**src/hw/rtl/mpm_pkg.sv**
```systemverilog
`timescale 1ns / 1ps
`default_nettype none

package mpm_pkg;

    // Width of the pattern number carried in a result.
    localparam int ID_W = 8;
    // Width of the start position carried in a result.
    localparam int OUT_POS_W = 32;

    // Input item kinds.
    localparam logic [1:0] FUNC_LOAD  = 2'd0;
    localparam logic [1:0] FUNC_RESET = 2'd1;
    localparam logic [1:0] FUNC_SCAN  = 2'd2;

    // Result status codes.
    localparam logic STATUS_MATCH = 1'b0;
    localparam logic STATUS_DROP  = 1'b1;

    // Controller states.
    typedef enum logic [3:0] {
        ST_IDLE,
        ST_DISPATCH,
        ST_LD_GOTO,
        ST_LD_LINK,
        ST_LD_VER,
        ST_LD_END,
        ST_LD_DROP,
        ST_SC_APPEND,
        ST_SC_START,
        ST_SC_RDBUF,
        ST_SC_GOTO,
        ST_SC_LINK,
        ST_SC_VER,
        ST_SC_TAG,
        ST_SC_PUSH,
        ST_SC_FLUSH
    } state_t;

    // Commands from the controller to the datapath.
    typedef struct packed {
        logic accept;
        logic scan_clear;
        logic set_drop;
        logic ld_step;
        logic ld_create;
        logic ld_finish_ok;
        logic ld_finish_drop;
        logic sc_append;
        logic walk_init;
        logic rd_buf;
        logic rd_goto;
        logic rd_link;
        logic rd_tag;
        logic sc_step;
        logic sc_hit;
        logic next_start;
        logic push;
        logic flush;
        logic commit;
    } cmd_t;

    // Status from the datapath to the controller.
    typedef struct packed {
        logic [1:0] func;
        logic       pend;
        logic       dropping;
        logic       depth_full;
        logic       nodes_full;
        logic       pats_full;
        logic       c_ok;
        logic       j_last;
        logic       i_done;
        logic       term;
        logic       hold_valid;
        logic       out_free;
    } status_t;

endpackage

`default_nettype wire

```
**src/hw/rtl/mpm_ctrl.sv**
```systemverilog
`timescale 1ns / 1ps
`default_nettype none

module mpm_ctrl (
    input  wire              aclk,
    input  wire              aresetn,
    input  wire              s_tvalid,
    output logic             s_tready,
    input  mpm_pkg::status_t st,
    output mpm_pkg::cmd_t    cmd
);

    mpm_pkg::state_t state_reg;
    mpm_pkg::state_t state_next;

    // State register.
    always_ff @(posedge aclk) begin
        if (!aresetn) begin
            state_reg <= mpm_pkg::ST_IDLE;
        end else begin
            state_reg <= state_next;
        end
    end

    // Next-state logic.
    always_comb begin
        state_next = state_reg;
        case (state_reg)
            mpm_pkg::ST_IDLE: begin
                if (s_tvalid) state_next = mpm_pkg::ST_DISPATCH;
            end
            mpm_pkg::ST_DISPATCH: begin
                case (st.func)
                    mpm_pkg::FUNC_LOAD: begin
                        if (st.dropping || st.depth_full) begin
                            state_next = mpm_pkg::ST_LD_END;
                        end else begin
                            state_next = mpm_pkg::ST_LD_GOTO;
                        end
                    end
                    mpm_pkg::FUNC_SCAN: state_next = mpm_pkg::ST_SC_APPEND;
                    default:            state_next = mpm_pkg::ST_IDLE;
                endcase
            end
            mpm_pkg::ST_LD_GOTO: state_next = mpm_pkg::ST_LD_LINK;
            mpm_pkg::ST_LD_LINK: state_next = mpm_pkg::ST_LD_VER;
            mpm_pkg::ST_LD_VER:  state_next = mpm_pkg::ST_LD_END;
            mpm_pkg::ST_LD_END: begin
                if (!st.pend) begin
                    state_next = mpm_pkg::ST_IDLE;
                end else if (st.dropping || st.pats_full) begin
                    state_next = mpm_pkg::ST_LD_DROP;
                end else begin
                    state_next = mpm_pkg::ST_IDLE;
                end
            end
            mpm_pkg::ST_LD_DROP: begin
                if (st.out_free) state_next = mpm_pkg::ST_IDLE;
            end
            mpm_pkg::ST_SC_APPEND: state_next = mpm_pkg::ST_SC_START;
            mpm_pkg::ST_SC_START: begin
                if (st.i_done) begin
                    state_next = mpm_pkg::ST_SC_FLUSH;
                end else begin
                    state_next = mpm_pkg::ST_SC_RDBUF;
                end
            end
            mpm_pkg::ST_SC_RDBUF: state_next = mpm_pkg::ST_SC_GOTO;
            mpm_pkg::ST_SC_GOTO:  state_next = mpm_pkg::ST_SC_LINK;
            mpm_pkg::ST_SC_LINK:  state_next = mpm_pkg::ST_SC_VER;
            mpm_pkg::ST_SC_VER: begin
                // A goto entry that was never written must fall to the miss path.
                if (st.c_ok) begin
                    if (st.j_last) begin
                        state_next = mpm_pkg::ST_SC_TAG;
                    end else begin
                        state_next = mpm_pkg::ST_SC_RDBUF;
                    end
                end else begin
                    state_next = mpm_pkg::ST_SC_START;
                end
            end
            mpm_pkg::ST_SC_TAG: begin
                if (st.term) begin
                    state_next = mpm_pkg::ST_SC_PUSH;
                end else begin
                    state_next = mpm_pkg::ST_SC_START;
                end
            end
            mpm_pkg::ST_SC_PUSH: begin
                if (!st.hold_valid || st.out_free) state_next = mpm_pkg::ST_SC_START;
            end
            mpm_pkg::ST_SC_FLUSH: begin
                if (!st.hold_valid || st.out_free) state_next = mpm_pkg::ST_IDLE;
            end
            default: state_next = mpm_pkg::ST_IDLE;
        endcase
    end

    // Output logic: one command group per state.
    always_comb begin
        cmd      = '0;
        s_tready = 1'b0;
        case (state_reg)
            mpm_pkg::ST_IDLE: begin
                s_tready   = 1'b1;
                cmd.accept = s_tvalid;
            end
            mpm_pkg::ST_DISPATCH: begin
                if (st.func == mpm_pkg::FUNC_RESET) cmd.scan_clear = 1'b1;
                if (st.func == mpm_pkg::FUNC_LOAD && !st.dropping && st.depth_full) begin
                    cmd.set_drop = 1'b1;
                end
            end
            mpm_pkg::ST_LD_GOTO: cmd.rd_goto = 1'b1;
            mpm_pkg::ST_LD_LINK: cmd.rd_link = 1'b1;
            mpm_pkg::ST_LD_VER: begin
                if (st.c_ok) begin
                    cmd.ld_step = 1'b1;
                end else if (st.nodes_full) begin
                    cmd.set_drop = 1'b1;
                end else begin
                    cmd.ld_create = 1'b1;
                end
            end
            mpm_pkg::ST_LD_END: begin
                if (st.pend && !st.dropping && !st.pats_full) cmd.ld_finish_ok = 1'b1;
            end
            mpm_pkg::ST_LD_DROP: cmd.ld_finish_drop = st.out_free;
            mpm_pkg::ST_SC_APPEND: cmd.sc_append = 1'b1;
            mpm_pkg::ST_SC_START:  cmd.walk_init = !st.i_done;
            mpm_pkg::ST_SC_RDBUF:  cmd.rd_buf = 1'b1;
            mpm_pkg::ST_SC_GOTO:   cmd.rd_goto = 1'b1;
            mpm_pkg::ST_SC_LINK:   cmd.rd_link = 1'b1;
            mpm_pkg::ST_SC_VER: begin
                if (st.c_ok) begin
                    if (st.j_last) begin
                        cmd.sc_hit = 1'b1;
                        cmd.rd_tag = 1'b1;
                    end else begin
                        cmd.sc_step = 1'b1;
                    end
                end else begin
                    cmd.next_start = 1'b1;
                end
            end
            mpm_pkg::ST_SC_TAG: cmd.next_start = !st.term;
            mpm_pkg::ST_SC_PUSH: begin
                if (!st.hold_valid || st.out_free) begin
                    cmd.push       = 1'b1;
                    cmd.next_start = 1'b1;
                end
            end
            mpm_pkg::ST_SC_FLUSH: begin
                if (!st.hold_valid || st.out_free) begin
                    cmd.flush  = 1'b1;
                    cmd.commit = 1'b1;
                end
            end
            default: cmd = '0;
        endcase
    end

endmodule

`default_nettype wire

```
**config.mk**
```make
export PLATFORM = sky130hd
export DESIGN_NAME = mpm_ctrl
export DESIGN_NICKNAME = d
export VERILOG_FILES = /design/src/hw/rtl/mpm_pkg.sv /design/src/hw/rtl/mpm_ctrl.sv
export SDC_FILE = /design/constraint.sdc
export NUM_CORES = 1
export LEC_CHECK = 0
export BUFFER_PORTS_ARGS = -buffer_cell sky130_fd_sc_hd__buf_4
export CORE_UTILIZATION = 39
export DETAILED_ROUTE_END_ITERATION = 10
export PLACE_DENSITY = 0.78
export SYNTH_ARGS = -nofsm -noshare
export SYNTH_HDL_FRONTEND = slang
export SYNTH_SLANG_ARGS = --single-unit
```
**constraint.sdc**
```tcl
create_clock -name aclk -period 1.65 [get_ports aclk]
set_clock_uncertainty 0.1 [all_clocks]
set_input_delay 0.0825 -clock aclk [delete_from_list [all_inputs] [get_ports aclk]]
set_output_delay 0.0825 -clock aclk [all_outputs]
set_load 0.03 [all_outputs]
```
# After elaboration in Yosys (flattened, before gate mapping)
# Index checks and enable logic that the tools add are counted.
# Widths: inputs -> output; s select.
[op_classes] n_eq_ne=21 n_mux=42 n_reduce_logical=17
[ops] operator="$pmux 4 s16" count=1
[ops] operator="$eq 4x4->1 const B" count=8
[ops] operator="$mux 3" count=8
[ops] operator="$mux 1" count=22
[ops] operator="$mux 4" count=5
[ops] operator="$eq 4x3->1 const B" count=4
[ops] operator="$eq 4x2->1 const B" count=2
[ops] operator="$ne 2x2->1 const B" count=4
[ops] operator="$pmux 4 s2" count=1
[ops] operator="$mux 2" count=3
[ops] operator="$logic_not 1->1" count=5
[ops] operator="$eq 4x1->1 const B" count=1
[ops] operator="$logic_and 1x1->1" count=4
[ops] operator="$logic_not 4->1" count=1
[ops] operator="$reduce_and 4->1" count=1
[ops] operator="$reduce_or 2->1" count=2
[ops] operator="$logic_or 1x1->1" count=3
[ops] operator="$pmux 1 s3" count=1
[ops] operator="$eq 2x1->1 const B" count=1
[ops] operator="$eq 2x2->1 const B" count=1
[ops] operator="$logic_not 2->1" count=1
[ops] operator="$pmux 1 s2" count=1
[totals] reg_bits=4 out_inout_bits=20

# Logic depth before layout (Yosys ltp)
[logic_depth] ltp_word=5 ltp_mapped=5 depth_no_buf=4

# Worst setup path after synthesis
# OpenSTA, ideal clock, no wires.
[synth_path] path_type="register to output" startpoint="reg state_reg[1]" endpoint="out cmd[3] (netlist bit)" arrival_ns=1.655 required_ns=1.467 path_slack_ns=-0.187 path_stages_with_launch=6 path_buffers=1 cell_sequence="dfxtp_1 buf_2 nand2_1 a21oi_1 nor2b_1 a31o_2"
[synth_lines] item="from (decl)" line_no="mpm_ctrl.sv:13" source="mpm_pkg::state_t state_reg;"
[synth_lines] item="from (signal assigned)" line_no="mpm_ctrl.sv:19" source="state_reg <= mpm_pkg::ST_IDLE;"
[synth_lines] item="from (signal assigned)" line_no="mpm_ctrl.sv:21" source="state_reg <= state_next;"
[synth_lines] item="to (decl)" line_no="mpm_ctrl.sv:10" source="output mpm_pkg::cmd_t cmd"

==> flow_metrics.tcl <==
set metrics [dict create \
    grtUsageTotal 0.263 \
    dieArea_mm2 0.00148 \
    cp-end-kind "output pin" \
    r2r_cells 5 \
    final_nets 131 \
    critPathLaunchType "flip-flop" \
    drt_iter0_drc 22 \
    rsz0062_at_grt "true" \
    fillers 77 \
    crit_required_ns 1.47 \
    path_cells "or2b_4 > nor4_4 > a32o_1 > buf_6" \
    cp_slowest_cell "dfxtp_4" \
    maxCapViolCount 0 \
    grt-ovfl-total 0 \
    synth_cell_types 34 \
    h-tree-depth 1 \
    arrival_ns 1.51 \
    numClockSinks 4 \
    ir_drop_uv 752 \
    utilization 0.825 \
    drive_gt1_frac 0.628 \
    p_leak_uw 0.000447 \
    wl_per_cell_um 16.0 \
    setup_tns_ns -0.0527 \
    row_count 12 \
    wirelength_um 2030 \
    largest_reg_flops 4 \
    violations "setup timing" \
    synth-seq-cells 4 \
    firstDrtPassIters 4 \
    vias 718 \
    intPower_uw 512 \
    stdcell_area_um2 966 \
    swShare 0.434 \
    clk_latency_ns 0.25 \
    cts_max_path_buffers 2 \
    clockRootBuffer "clkbuf_4" \
    die_h_um 38.4 \
    timing.final.crit_period_ns 1.70 \
    syn_nets 83 \
    relSlewSlack 0.815 \
    antenna_found_initial 0 \
    syn_area_um2 518 \
    power_frac_seq 0.172 \
    viasPerCell 5.65 \
    grt_max_degree 12 \
    coreArea_mm2 0.00117 \
    r2r_setup_slack_ns 0.01 \
    holdWs_ns 0.110 \
    yosysWarnings 0 \
    drc 0 \
    cts-buffers-inserted 3 \
    p_sw_uw 393 \
    syn_to_final_growth_pct 86.5 \
    dp_hpwl_um 1270 \
    antenna_cells 0 \
    avgSynthCellArea_um2 7.73 \
    postPlaceCellArea_um2 856 \
    place_ws_ns 0.00841 \
    p_comb_frac 0.681 \
    period_share 1.03 \
    initial_utilization 0.442 \
    p_clk_frac 0.147 \
    postRouteAntennaNets 0 \
    slew_viol_final 0 \
    timing_hold_violations_final 0 \
    die_x_um 38.4 \
    io_pins 36 \
    worst-path-max-fanout 6 \
    path_class "flip-flop to output pin" \
    min_path_type "input pin to flip-flop" \
    grt_pass1_wl_um 2600 \
    timing.fmax_mhz 589 \
    seq_area_frac_synth 0.155 \
    grt_pass1_vias 607 \
    portBuffers 35 \
    worst_pin_slew_ns 0.277 \
    setup_ws_ns -0.0470 \
    slowest_delay_ns 0.36 \
    status "complete, but fails checks" \
    setup_viol 2 \
    powerDensity_mw_per_mm2 936 \
    netlist_instances 67 \
    tritoncts "yes" \
    min_path_cells 3 \
    gp_congestion 0.800 \
    path_clk_slew_ns 0.04 \
]
routing by layer:
layer | GRT usage | share of wire | vias up
met5 | 0 | 0 | -
met4 | 0.129 | 0.013 | 0
li1 | - | - | 343
met3 | 0.0698 | 0.041 | 4
met1 | 0.304 | 0.39 | 350
met2 | 0.441 | 0.56 | 21
cell usage after synthesis (all sizes together):
| master | number | area share |
|---|---|---|
| o21a | 2 | 0.029 |
| and3 | 2 | 0.024 |
| a221o | 1 | 0.019 |
| a31oi | 1 | 0.012 |
| dfxtp | 4 | 0.15 |
| nor4 | 4 | 0.077 |
| inv | 2 | 0.014 |
| nor3b | 3 | 0.043 |
| o41a | 2 | 0.043 |
| or2 | 1 | 0.012 |
| a21oi | 3 | 0.029 |
| nand4b | 1 | 0.017 |
| clkbuf | 1 | 0.014 |
| nor3 | 4 | 0.048 |
| a31o | 1 | 0.017 |
| and2 | 1 | 0.017 |
| nand2 | 4 | 0.029 |
| a21boi | 1 | 0.014 |
| nor2 | 7 | 0.051 |
| and4b | 1 | 0.019 |
| nor2b | 4 | 0.048 |
| o221a | 1 | 0.022 |
| buf | 5 | 0.068 |
| a32o | 1 | 0.019 |
| mux2i | 2 | 0.039 |
| and3b | 1 | 0.017 |
| nand2b | 2 | 0.024 |
| o22ai | 1 | 0.012 |
| or3 | 1 | 0.012 |
| a211oi | 1 | 0.024 |
| or2b | 2 | 0.029 |
per-stage QoR:
step | power, µW | instances
after floorplan | 458 | 67
after global placement | 635 | 119
after detailed placement | 642 | 119
after CTS | 802 | 123
after global routing | 947 | 127
final | 904 | 127
worst max-delay path: cells and delay by family, from the launching register on:
kind | cells | cell delay (ns)
AND/OR/NAND/NOR | 2 | 0.54
buffers and inverters | 1 | 0.13
flip-flops | 1 | 0.36
AO/OA/AOI/OAI | 1 | 0.22
area by class of cell:
class | instances | area, µm² | area share
multi-input cells | 55 | 447 | 0.462
repair buffers | 49 | 382 | 0.395
flip-flops and latches | 4 | 90.1 | 0.0933
clock buffers | 3 | 22.5 | 0.0233
well taps | 14 | 17.5 | 0.0181
inverters | 2 | 7.51 | 0.00777
cell usage in the layout (no fill, tap or decap), types with 2 or more instances in the layout:
cell	count
nor3_2	2
nand2b_1	2
a21oi_1	2
buf_6	3
dfxtp_2	2
nor2b_2	2
o21a_1	2
nand2_1	4
inv_1	2
nor3b_1	3
mux2i_1	2
nor4_4	2
clkbuf_4	3
nor4_2	2
nor2b_1	2
o41a_1	2
buf_4	45
and3_1	2
dfxtp_4	2
nor2_1	7
power groups by stage:
stage	clock network, µW	logic [µW]	registers [µW]
6_report	133	616	155
4_1_cts	140	497	165
2_1_floorplan	0	316	142
3_5_place_dp	0	484	158
5_1_grt	139	652	156
3_3_place_gp	0	478	157
timing repair:
action,in CTS,in global routing
hold buffers,1,0
setup endpoints to repair,6,3
pin swaps,0,2
setup buffers,0,4
resized for setup,7,8
hold endpoints to repair,3,0
kinds of logic (layout without fill, tap and decap cells):
kind of cell           Yosys count  after routing  share of synthesized area
AND/OR/NAND/NOR                 38             38                      0.469
buffers and inverters            8             54                     0.0966
AO/OA/AOI/OAI                   15             15                      0.242
flip-flops                       4              4                      0.155
multiplexers                     2              2                     0.0386
worst paths after layout:
check	endpoint	from
max	cmd[16]	state_reg[0]$_SDFFE_PN0P_
min	state_reg[1]$_SDFFE_PN0P_	st[12]
max reg2reg	state_reg[1]$_SDFFE_PN0P_	state_reg[0]$_SDFFE_PN0P_
min reg2reg	state_reg[0]$_SDFFE_PN0P_	state_reg[0]$_SDFFE_PN0P_
Note: power is estimated with default switching activity, not from simulation.
